## config.mk

```make
export PLATFORM = sky130hd
export DESIGN_NAME = box_drawing_glyph_pixel_generator
export DESIGN_NICKNAME = d
export VERILOG_FILES = /design/src/bdg_pkg.sv /design/src/box_drawing_glyph_pixel_generator.sv /design/src/bdg_glyph.sv
export SDC_FILE = /design/constraint.sdc
export NUM_CORES = 1
export LEC_CHECK = 0
export ABC_CLOCK_PERIOD_IN_PS = 4500
export BUFFER_PORTS_ARGS = -buffer_cell sky130_fd_sc_hd__buf_2
export CELL_PAD_IN_SITES_DETAIL_PLACEMENT = 0
export CELL_PAD_IN_SITES_GLOBAL_PLACEMENT = 1
export CORE_AREA = 2 2 103 85
export DETAILED_ROUTE_END_ITERATION = 10
export DIE_AREA = 0 0 105 87
export GPL_ROUTABILITY_DRIVEN = 0
export PLACE_DENSITY = 0.75
export SYNTH_ARGS = -nofsm -noshare
export SYNTH_HDL_FRONTEND = slang
export SYNTH_HIERARCHICAL = 1
export SYNTH_SLANG_ARGS = --single-unit
export TNS_END_PERCENT = 10
```

## constraint.sdc

```tcl
create_clock -name clk -period 4.5 [get_ports clk]
set_input_delay 0.45 -clock clk [delete_from_list [all_inputs] [get_ports clk]]
set_output_delay 0.45 -clock clk [all_outputs]
set_load 0.05 [all_outputs]
```

## src/bdg_pkg.sv

```systemverilog
// ============================================================================
// bdg_pkg
// Shared types and constants for the box-drawing glyph pixel generator:
// payload structs, register indexes, code range and segment selection masks.
// ============================================================================
package bdg_pkg;

    // Field widths of the payload and configuration registers
    localparam int CODE_W   = 8;
    localparam int ROW_W    = 6;
    localparam int COL_W    = 5;
    localparam int CFG_W_W  = 6;
    localparam int CFG_H_W  = 7;
    localparam int CFG_DATA_W = 7;

    // Parameter defaults
    localparam int DEF_MAX_CELL_WIDTH  = 32;
    localparam int DEF_MAX_CELL_HEIGHT = 64;

    // Register reset values and the smallest usable cell side
    localparam logic [CFG_W_W-1:0] CELL_WIDTH_RESET  = 6'd8;
    localparam logic [CFG_H_W-1:0] CELL_HEIGHT_RESET = 7'd16;
    localparam int MIN_CELL_SIDE = 3;

    // Handled code range and the block glyph codes
    localparam logic [CODE_W-1:0] CODE_FIRST       = 8'd179;
    localparam logic [CODE_W-1:0] CODE_END         = 8'd224;
    localparam logic [CODE_W-1:0] CODE_FULL_BLOCK  = 8'd219;
    localparam logic [CODE_W-1:0] CODE_LOWER_BLOCK = 8'd220;
    localparam logic [CODE_W-1:0] CODE_LEFT_BLOCK  = 8'd221;
    localparam logic [CODE_W-1:0] CODE_RIGHT_BLOCK = 8'd222;
    localparam logic [CODE_W-1:0] CODE_UPPER_BLOCK = 8'd223;

    // Offset of a code into the selection masks
    localparam int CODE_IDX_W = 6;
    localparam int NUM_SEGS   = 20;

    // Configuration register indexes
    typedef enum logic [0:0] {
        REG_CELL_WIDTH  = 1'b0,
        REG_CELL_HEIGHT = 1'b1
    } cfg_reg_t;

    // Input item
    typedef struct packed {
        logic [CODE_W-1:0] char_code;
        logic [ROW_W-1:0]  pixel_row;
        logic [COL_W-1:0]  pixel_col;
    } glyph_in_t;

    // Result item
    typedef struct packed {
        logic pixel_on;
        logic code_handled;
    } glyph_out_t;

    // One-hot mask bit for a code in the handled range
    function automatic logic [2**CODE_IDX_W-1:0] code_bit(input int n);
        code_bit = (2**CODE_IDX_W)'(1) << (n - int'(CODE_FIRST));
    endfunction

    // Codes that select each bar segment
    localparam logic [2**CODE_IDX_W-1:0] SEG_CODES [NUM_SEGS] = '{
        // full-height bar on the left column
        code_bit(179) | code_bit(180) | code_bit(181) | code_bit(182) | code_bit(185) |
        code_bit(186) | code_bit(195) | code_bit(197) | code_bit(198) | code_bit(199) |
        code_bit(204) | code_bit(206) | code_bit(215) | code_bit(216),
        // full-height bar on the right column
        code_bit(182) | code_bit(185) | code_bit(186) | code_bit(199) | code_bit(206) |
        code_bit(215),
        // short left bar on the bottom row
        code_bit(180) | code_bit(181) | code_bit(182) | code_bit(184) | code_bit(185) |
        code_bit(187) | code_bit(190) | code_bit(191) | code_bit(203) | code_bit(206) |
        code_bit(215) | code_bit(217),
        // long left bar on the bottom row
        code_bit(183) | code_bit(188) | code_bit(189) | code_bit(208) | code_bit(210),
        // short left bar on the top row
        code_bit(181) | code_bit(184) | code_bit(185) | code_bit(188) | code_bit(190) |
        code_bit(202) | code_bit(206),
        // long left bar on the top row
        code_bit(187),
        // short right bar on the bottom row
        code_bit(201) | code_bit(203) | code_bit(204) | code_bit(206),
        // long right bar on the bottom row
        code_bit(192) | code_bit(195) | code_bit(198) | code_bit(218) | code_bit(200) |
        code_bit(211) | code_bit(212) | code_bit(213) | code_bit(214),
        // short right bar on the top row
        code_bit(200) | code_bit(202) | code_bit(204) | code_bit(206),
        // long right bar on the top row
        code_bit(198) | code_bit(201) | code_bit(212) | code_bit(213),
        // full bar on the bottom row
        code_bit(193) | code_bit(194) | code_bit(196) | code_bit(197) | code_bit(202) |
        code_bit(205) | code_bit(207) | code_bit(209) | code_bit(215) | code_bit(216),
        // full bar on the top row
        code_bit(203) | code_bit(205) | code_bit(207) | code_bit(209) | code_bit(216),
        // long upper bar on the left column
        code_bit(189) | code_bit(190) | code_bit(192) | code_bit(193) | code_bit(200) |
        code_bit(208) | code_bit(211) | code_bit(212) | code_bit(217),
        // short upper bar on the left column
        code_bit(188) | code_bit(202) | code_bit(206) | code_bit(207),
        // long upper bar on the right column
        code_bit(188) | code_bit(189) | code_bit(208) | code_bit(211),
        // short upper bar on the right column
        code_bit(200) | code_bit(202) | code_bit(204) | code_bit(206),
        // long lower bar on the left column
        code_bit(184) | code_bit(201) | code_bit(213),
        // short lower bar on the left column
        code_bit(183) | code_bit(187) | code_bit(191) | code_bit(194) | code_bit(203) |
        code_bit(206) | code_bit(209) | code_bit(210) | code_bit(214) | code_bit(218),
        // long lower bar on the right column
        code_bit(187),
        // short lower bar on the right column
        code_bit(201) | code_bit(203) | code_bit(183) | code_bit(204) | code_bit(206) |
        code_bit(210) | code_bit(214)
    };

endpackage

```

## src/box_drawing_glyph_pixel_generator.sv

```systemverilog
// ============================================================================
// box_drawing_glyph_pixel_generator
// Character generator for box-drawing and block codes: one lit/dark answer
// per pixel position, with the cell size set through two config registers.
// ============================================================================
// Pipeline: an accepted item enters the input register, then the result
//   register, which drives out_valid and out_data.
// Throughput: one item per cycle while not stalled; each stage advances
//   when the next is empty or taken, so a stall only holds full stages.
// Reset: pipeline emptied, cell_width = 8 and cell_height = 16.
module box_drawing_glyph_pixel_generator #(
    parameter int MAX_CELL_WIDTH  = bdg_pkg::DEF_MAX_CELL_WIDTH,
    parameter int MAX_CELL_HEIGHT = bdg_pkg::DEF_MAX_CELL_HEIGHT
) (
    input  logic                           clk,
    input  logic                           rst_n,
    input  logic                           in_valid,
    output logic                           in_stall,
    input  bdg_pkg::glyph_in_t             in_data,
    output logic                           out_valid,
    input  logic                           out_stall,
    output bdg_pkg::glyph_out_t            out_data,
    input  logic                           cfg_valid,
    output logic                           cfg_ready,
    input  bdg_pkg::cfg_reg_t              cfg_index,
    input  logic [bdg_pkg::CFG_DATA_W-1:0] cfg_data
);

    logic [bdg_pkg::CFG_W_W-1:0] cell_width_reg;
    logic [bdg_pkg::CFG_H_W-1:0] cell_height_reg;
    bdg_pkg::glyph_in_t  item_reg;
    logic                item_valid_reg;
    bdg_pkg::glyph_out_t result_reg;
    logic                result_valid_reg;
    bdg_pkg::glyph_out_t result_next;
    logic                out_free, item_free;

    // Configuration writes are always taken
    assign cfg_ready = 1'b1;

    always_ff @(posedge clk or negedge rst_n)
    begin
        if (!rst_n)
        begin
            cell_width_reg  <= bdg_pkg::CELL_WIDTH_RESET;
            cell_height_reg <= bdg_pkg::CELL_HEIGHT_RESET;
        end
        else if (cfg_valid && cfg_ready)
        begin
            case (cfg_index)
                bdg_pkg::REG_CELL_WIDTH:  cell_width_reg  <= cfg_data[bdg_pkg::CFG_W_W-1:0];
                bdg_pkg::REG_CELL_HEIGHT: cell_height_reg <= cfg_data[bdg_pkg::CFG_H_W-1:0];
                default: ;
            endcase
        end
    end

    // Stage readiness: free when empty or when its contents leave this cycle
    assign out_free  = !result_valid_reg || !out_stall;
    assign item_free = !item_valid_reg || out_free;
    assign in_stall  = !item_free;

    // Advance the input stage
    always_ff @(posedge clk or negedge rst_n)
    begin
        if (!rst_n)
            item_valid_reg <= 1'b0;
        else if (item_free)
            item_valid_reg <= in_valid;
    end

    always_ff @(posedge clk)
    begin
        if (item_free && in_valid)
            item_reg <= in_data;
    end

    // Decode the pixel
    bdg_glyph #(
        .MAX_CELL_WIDTH  (MAX_CELL_WIDTH),
        .MAX_CELL_HEIGHT (MAX_CELL_HEIGHT)
    ) u_glyph (
        .cell_width  (cell_width_reg),
        .cell_height (cell_height_reg),
        .item        (item_reg),
        .result      (result_next)
    );

    // Advance the result stage
    always_ff @(posedge clk or negedge rst_n)
    begin
        if (!rst_n)
            result_valid_reg <= 1'b0;
        else if (out_free)
            result_valid_reg <= item_valid_reg;
    end

    always_ff @(posedge clk)
    begin
        if (out_free && item_valid_reg)
            result_reg <= result_next;
    end

    assign out_valid = result_valid_reg;
    assign out_data  = result_reg;

endmodule

```

## src/bdg_glyph.sv

```systemverilog
// ============================================================================
// bdg_glyph
// Pixel decode for one item: derives the bar columns and rows from the cell
// size and ORs the block and bar rectangles that the code selects.
// ============================================================================
module bdg_glyph #(
    parameter int MAX_CELL_WIDTH  = bdg_pkg::DEF_MAX_CELL_WIDTH,
    parameter int MAX_CELL_HEIGHT = bdg_pkg::DEF_MAX_CELL_HEIGHT
) (
    input  logic [bdg_pkg::CFG_W_W-1:0] cell_width,
    input  logic [bdg_pkg::CFG_H_W-1:0] cell_height,
    input  bdg_pkg::glyph_in_t          item,
    output bdg_pkg::glyph_out_t         result
);

    // Widths wide enough for both the register and the parameter limit
    localparam int WLIM_W = $clog2(MAX_CELL_WIDTH + 1);
    localparam int HLIM_W = $clog2(MAX_CELL_HEIGHT + 1);
    localparam int GW = (WLIM_W > bdg_pkg::CFG_W_W) ? WLIM_W : bdg_pkg::CFG_W_W;
    localparam int GH = (HLIM_W > bdg_pkg::CFG_H_W) ? HLIM_W : bdg_pkg::CFG_H_W;

    logic [GW-1:0] w_raw, w_eff, col, lx, rx;
    logic [GH-1:0] h_raw, h_eff, row, ty, by;
    logic [bdg_pkg::CODE_W-1:0]     code_off;
    logic [bdg_pkg::CODE_IDX_W-1:0] code_idx;
    logic handled, in_cell, block_on;
    logic c_lx, c_rx, c_le_lx, c_le_rx, c_ge_lx, c_ge_rx;
    logic r_ty, r_by, r_le_ty, r_le_by, r_ge_ty, r_ge_by;
    logic [bdg_pkg::NUM_SEGS-1:0] seg_hit, seg_sel;

    // Clamp the cell size to the supported range
    always_comb
    begin
        w_raw = GW'(cell_width);
        h_raw = GH'(cell_height);
        if (w_raw < GW'(bdg_pkg::MIN_CELL_SIDE))
            w_eff = GW'(bdg_pkg::MIN_CELL_SIDE);
        else if (w_raw > GW'(MAX_CELL_WIDTH))
            w_eff = GW'(MAX_CELL_WIDTH);
        else
            w_eff = w_raw;
        if (h_raw < GH'(bdg_pkg::MIN_CELL_SIDE))
            h_eff = GH'(bdg_pkg::MIN_CELL_SIDE);
        else if (h_raw > GH'(MAX_CELL_HEIGHT))
            h_eff = GH'(MAX_CELL_HEIGHT);
        else
            h_eff = h_raw;
    end

    // Center columns and rows: (n-1)/2 covers both odd and even sizes
    assign lx = (w_eff - GW'(1)) >> 1;
    assign rx = lx + GW'(2);
    assign ty = (h_eff - GH'(1)) >> 1;
    assign by = ty + GH'(2);

    assign col = GW'(item.pixel_col);
    assign row = GH'(item.pixel_row);

    assign handled  = (item.char_code >= bdg_pkg::CODE_FIRST) &&
                      (item.char_code <  bdg_pkg::CODE_END);
    assign in_cell  = (row < h_eff) && (col < w_eff);
    assign code_off = item.char_code - bdg_pkg::CODE_FIRST;
    assign code_idx = code_off[bdg_pkg::CODE_IDX_W-1:0];

    // Position compares shared by all rectangles
    assign c_lx    = (col == lx);
    assign c_rx    = (col == rx);
    assign c_le_lx = (col <= lx);
    assign c_le_rx = (col <= rx);
    assign c_ge_lx = (col >= lx);
    assign c_ge_rx = (col >= rx);
    assign r_ty    = (row == ty);
    assign r_by    = (row == by);
    assign r_le_ty = (row <= ty);
    assign r_le_by = (row <= by);
    assign r_ge_ty = (row >= ty);
    assign r_ge_by = (row >= by);

    // Bar segments; the in-cell test clips them at the output
    assign seg_hit[0]  = c_lx;
    assign seg_hit[1]  = c_rx;
    assign seg_hit[2]  = r_by && c_le_lx;
    assign seg_hit[3]  = r_by && c_le_rx;
    assign seg_hit[4]  = r_ty && c_le_lx;
    assign seg_hit[5]  = r_ty && c_le_rx;
    assign seg_hit[6]  = r_by && c_ge_rx;
    assign seg_hit[7]  = r_by && c_ge_lx;
    assign seg_hit[8]  = r_ty && c_ge_rx;
    assign seg_hit[9]  = r_ty && c_ge_lx;
    assign seg_hit[10] = r_by;
    assign seg_hit[11] = r_ty;
    assign seg_hit[12] = c_lx && r_le_by;
    assign seg_hit[13] = c_lx && r_le_ty;
    assign seg_hit[14] = c_rx && r_le_by;
    assign seg_hit[15] = c_rx && r_le_ty;
    assign seg_hit[16] = c_lx && r_ge_ty;
    assign seg_hit[17] = c_lx && r_ge_by;
    assign seg_hit[18] = c_rx && r_ge_ty;
    assign seg_hit[19] = c_rx && r_ge_by;

    // Look up which segments the code selects
    always_comb
    begin
        for (int s = 0; s < bdg_pkg::NUM_SEGS; s++)
        begin
            seg_sel[s] = bdg_pkg::SEG_CODES[s][code_idx];
        end
    end

    // Half and full blocks
    always_comb
    begin
        case (item.char_code)
            bdg_pkg::CODE_FULL_BLOCK:  block_on = 1'b1;
            bdg_pkg::CODE_UPPER_BLOCK: block_on = !r_ge_by;
            bdg_pkg::CODE_LOWER_BLOCK: block_on = r_ge_by;
            bdg_pkg::CODE_LEFT_BLOCK:  block_on = !c_ge_rx;
            bdg_pkg::CODE_RIGHT_BLOCK: block_on = c_ge_rx;
            default:                   block_on = 1'b0;
        endcase
    end

    assign result.pixel_on     = handled && in_cell && (block_on || |(seg_sel & seg_hit));
    assign result.code_handled = handled;

endmodule

```

### After elaboration in Yosys (flattened, before gate mapping)

Memory sizes are Yosys's and may differ from the RTL's.
Index checks and enable logic that the tools add are counted.

* register bits after elaboration: 36
* bits in read-only memories: 1152
* input port bits: 32
* output and inout port bits: 5
* word-level logic and storage cells: 117
* memories: 18

Memory list
* (name not given): words 64, bits a word 1, read ports 1, clocked after Yosys merged registers in 0, wr ports 0, line bdg_glyph.sv:106 `seg_sel[s] = bdg_pkg::SEG_CODES[s][code_idx];`
* (name not given): words 64, bits a word 1, read ports 1, clocked after Yosys merged registers in 0, wr ports 0, line bdg_glyph.sv:106
* (name not given): words 64, bits a word 1, read ports 1, clocked after Yosys merged registers in 0, wr ports 0, line bdg_glyph.sv:106
* (name not given): words 64, bits a word 1, read ports 1, clocked after Yosys merged registers in 0, wr ports 0, line bdg_glyph.sv:106
* (name not given): words 64, bits a word 1, read ports 1, clocked after Yosys merged registers in 0, wr ports 0, line bdg_glyph.sv:106
* (name not given): words 64, bits a word 1, read ports 1, clocked after Yosys merged registers in 0, wr ports 0, line bdg_glyph.sv:106
* +12 memories

* $add $sub $neg: 5
* magnitude comparators: 17
* eq/ne operators: 9
* multiplexer cells: 23
* bitwise logic cells: 2
* reduce and logical (&&, ||, !) cells: 34

Operators with widths (count)
* $eq 8x8->1 const B: 5
* $logic_and 1x1->1: 22
* $and 20x20->20: 1
* $reduce_or 20->1: 1
* $mux 1: 18
* $mux 7: 2
* $mux 6: 2
* $ge 8x8->1 const B: 1
* $lt 8x8->1 const B: 1
* $add 6x2->7 const B: 1
* $eq 6x7->1: 1
* $ge 6x7->1: 1
* $gt 7x7->1 const B: 1
* $le 6x7->1: 1
* $lt 6x7->1: 1
* $lt 6x7->1 const B: 1
* $lt 7x2->1 const B: 1
* $sub 7x1->7 const B: 1
* $add 5x2->6 const B: 1
* $eq 5x6->1: 1
* $eq 6x6->1: 1
* $ge 5x6->1: 1
* $ge 6x6->1: 1
* $gt 6x6->1 const B: 1
* other kinds (14): 22

### Logic depth before layout (Yosys ltp)

* word-level depth: 11
* gate-level depth with buffers: 17
* depth with buffers taken out: 17

### By module

The synthesis kept the hierarchy.

Modules (own cells, without submodules)
* bdg_glyph: instances 1, cells an instance 339, area an instance 2292.2 sq um
* box_drawing_glyph_pixel_generator: instances 1, cells an instance 60, area an instance 1256.2 sq um

### Least setup slack after synthesis

OpenSTA, ideal clock, no wires.

* path kind: reg-to-reg
* from: reg cell_height_reg[2] in the netlist's numbering
* to: reg result_reg (netlist bit out_data[1]), data pin
* library setup time: 0.278 ns
* arrival time: 3.553 ns
* required time: 4.222 ns
* path slack: 0.669 ns
* cell stages (with the launch flop): 17
* path through: dfrtp_1 -> nor4_1 -> o21bai_1 -> ha_1 -> nand3_1 -> xor2_1 -> inv_1 -> nor3_1 -> xnor2_1 -> ha_1 -> and4b_1 -> and3_1 -> o21ai_0 -> mux2_2 -> a22oi_1 -> and3_1 -> a41oi_2

RTL lines
* start: declaration: line box_drawing_glyph_pixel_generator.sv:30 `logic [bdg_pkg::CFG_H_W-1:0] cell_height_reg;`
* start signal: assignment: line box_drawing_glyph_pixel_generator.sv:46 `cell_height_reg <= bdg_pkg::CELL_HEIGHT_RESET;`
* start signal: assignment: line box_drawing_glyph_pixel_generator.sv:52 `bdg_pkg::REG_CELL_HEIGHT: cell_height_reg <= cfg_data[bdg_pkg::CFG_H_W-1:0];`
* end signal: assignment: line box_drawing_glyph_pixel_generator.sv:101 `result_reg <= result_next;`
* end: declaration: line box_drawing_glyph_pixel_generator.sv:33 `bdg_pkg::glyph_out_t result_reg;`

==> out/qor.csv <==
stage,metric,value,unit
sta,# setup viols final,0,
sta,Fmax,237,MHz
place,HPWL Detailed,6.71,mm
final_layout,layout cells sized above 1,17.8,%
cts,Worst-Skew Late Latency,0.28,ns
cts,Root Buffer,clkbuf_8,
floorplanning,Vert. Die Dim,87,um
global_routing,first-pass GRT wire length,14.5,mm
setup_path,critical path endpoint category,register,
detailed_routing,Final ANT Viol Nets,0,
cts,CTS tree,done,
outcome,outcome,completed,
sta,Worst Max-Slew Pin Slew,0.877,ns
setup_path,"Slowest-stage cell, CP",dfrtp_1,
cts,post-CTS setup buffers,0,
sta,relative slew slack,41.5,%
synth,Syn Inst Count,399,
place,DP Worst Slack,0.279,ns
final_layout,Fill cells,839,
detailed_routing,Via Count,3077,
sta,Tmin final,4.22,ns
global_routing,largest net degree at the start of global routing,22,
sta,final total negative setup slack,0,ns
cts,clock sink total,36,
setup_path,crit-path max FO,5,
setup_path,CP arrival,4.23,ns
place,Cell Count Post-Placement,530,
synth,Synth top area share,17.8,%
detailed_routing,Pre-antenna DRT Iters,5,
synth,mean post-synth cell area,8.89,sq um
global_routing,GRT overflow,0,
synth,Post-Synth XOR/XNOR Area,4.16,%
setup_path,Bufs and invs on worst path,1,
final_layout,utilization after layout,47.6,%
sta,worst setup margin,0.276,ns
floorplanning,die area,9140,sq um
detailed_routing,DRT Wirelength,8.69,mm
final_layout,max FFs per register,19,
floorplanning,Row Count,30,
final_layout,sequential cell area,1010,sq um
synth,adder-cell share of the synthesized area,13.4,%
synth,multiplexer share of the synthesized area,6.56,%
setup_path,crit path kind,register to register,
sta,clock skew,0.00533,ns
pwr,Pleak,1.64,nW
final_layout,diodes inserted,0,
synth,list of most frequent post-synthesis cells,"ha_1 (38), nand2_1 (28), o21ai_0 (26), nor2_1 (22)",
final_layout,Final Instance Count excl. Fillers,538,
floorplanning,Core ar.,8180,sq um
sta,Final Max Tran Viols,0,
place,# port buffers,35,
pwr,total chip power,0.00124,W
setup_path,Worst setup SP type,register,
cts,Max clock buf depth,2,
sta,fin crit share,93.9,%
sta,RSZ-0062 raised after global routing,no,
synth,"count leader, synth",ha_1,
cts,"Reg clk slew, reported paths",0.07,ns
worst_hold_path,class of the worst hold path,input pin to asynchronous set/reset pin,
synth,Synth Area in Simple Gates,19.3,%
pwr,Pwr Density,319,nW/um^2
synth,ys flop type,edfxtp_1,
synth,ys async rst share,41.7,%
synth,Syn Nets,469,
synth,synth top area cells,"edfxtp_1 (18%), ha_1 (13%), dfrtp_1 (9.2%), o21ai_0 (3.7%), nand2b_1 (3.2%)",
floorplanning,initial core utilization,43.4,%
pwr,Peak VDD IR,207,uV
detailed_routing,1st-iter DRT viols,300,
floorplanning,Die X,105,um
final_layout,Multi-input gate area,2360,sq um
setup_path,Worst EP required,4.51,ns
sta,"Hold Vio Cnt, Final",0,
global_routing,number of global-route vias before repair,2863,
synth,Yosys reg bits,36,
run,Max Cap Viol,0,
setup_path,crit-path cells,nor4_2 > o21bai_1 > ha_1 > nand3_1 > xor2_1 > inv_1 > nor3_1 > xnor2_1 > ha_1 > and4b_1 > and3_1 > o21ai_0 > mux2_2 > a22oi_1 > and3_1 > a41oi_2,
synth,Compound-Gate Fraction of Synth Area,22.7,%
synth,Ys Warns,6,
floorplanning,# IOs,37,
global_routing,initial antenna violation count,0,
synth,Synth Cell Area,3550,sq um
detailed_routing,Via density,5.72,
setup_path,crit-path max cell delay,0.42,ns
cts,CTS Buf Count,5,
global_routing,GRT Total Usage,19.4,%
final_layout,area added between synthesis and finish,9.70,%
cts,H-tree depth,2,
synth,Post-synth EDFFs,21,
synth,post-synthesis cell type count,69,
detailed_routing,DRC,0,
detailed_routing,DR WL/cell,16.1,um
synth,largest area contributor in the netlist,edfxtp_1,
final_layout,Final #Nets,495,
synth,"Seq/Total Area, Yosys",28.4,%
setup_path,Top delay family on crit path,simple AND/OR/NAND/NOR gates,
synth,largest family of logic cells by synthesized area,compound AO/OA/AOI/OAI gates,
cell families (layout without fill, tap and decap cells):
kind of cell | count (synthesis) | count (layout)
AO/OA/AOI/OAI | 118 | 118
XOR/XNOR | 13 | 13
adder cells (fa/ha/maj) | 38 | 38
buffers and inverters | 42 | 69
flip-flops | 36 | 36
multiplexers | 19 | 19
other | 2 | 2
AND/OR/NAND/NOR | 131 | 131
through the flow:
stage          cell area, sq um  hold slack, ns
3_5_place_dp               3790           0.373
3_3_place_gp               3790           0.369
4_1_cts                    3890          0.0636
6_report                   3890          0.0583
5_1_grt                    3890          0.0709
2_1_floorplan              3550           0.154
power by group:
| group | switching, W | internal (W) | leakage, nW | total (W) |
|---|---|---|---|---|
| logic | 0.000328 | 0.000244 | 1.22 | 0.000572 |
| registers | 0.0000448 | 0.000387 | 0.374 | 0.000432 |
| clock network | 0.000114 | 0.000124 | 0.0445 | 0.000238 |
layout by cell type, fill, tap and decap left out, drive strengths merged, types with 5 or more instances in the layout:
master,n
o22ai,8
nand2b,18
buf,40
inv,21
a21oi,22
ha,38
mux2,16
a211o,6
a211oi,8
nand3,17
o21a,6
dfrtp,13
xor2,5
nand2,29
clkbuf,7
a21o,7
o21ai,29
xnor2,8
edfxtp,21
nor2,22
o311ai,5
nor3,14
nor2b,6
and3,8
layer usage:
metal  vias to the layer above  GRT usage, %  wire length, um
met5                         -             0                0
met4                         0          2.79               49
met3                         7          3.22              638
met2                       111          28.1             3640
met1                      1427          30.6             4360
li1                       1532             -                -
worst reg2reg max path: stages, from the launching register on:
cell and delay (ns):
dfrtp_1 0.42, nor4_2 0.43, o21bai_1 0.18, ha_1 0.28, nand3_1 0.10, xor2_1 0.26
inv_1 0.10, nor3_1 0.24, xnor2_1 0.16, ha_1 0.28, and4b_1 0.21, and3_1 0.23
o21ai_0 0.22, mux2_2 0.36, a22oi_1 0.18, and3_1 0.20, a41oi_2 0.11
final cells by class:
| class | count | share of cell area [%] |
|---|---|---|
| Multi-Input combinational cell | 321 | 60.6 |
| Sequential cell | 36 | 25.9 |
| Clock inverter | 1 | 0.193 |
| Timing Repair Buffer | 40 | 5.46 |
| Clock buffer | 7 | 2.22 |
| Inverter | 21 | 2.03 |
| Tap cell | 112 | 3.60 |
repair_timing:
item	CTS	global route
resized for setup	0	1
setup endpoints to repair	0	1
hold endpoints to repair	0	0
hold buffers	0	0
path summary, 6_finish.rpt:
| kind | from | to | slack [ns] | depth (start not counted) |
|---|---|---|---|---|
| hold reg to reg | item_valid_reg | out_valid | 0.48 | 1 |
| min in group clk | in_data[5] | item_reg[5] | 0.34 | 1 |
| setup reg to reg | cell_height_reg[2] | out_data[1] | 0.28 | 16 |
| max in group asynchronous | rst_n | cell_height_reg[4] | 4.14 | 1 |
| setup / recovery | cell_height_reg[2] | out_data[1] | 0.28 | 16 |
| hold / removal | rst_n | cell_width_reg[4] | 0.06 | 1 |
(Power assumes the default switching activity.)
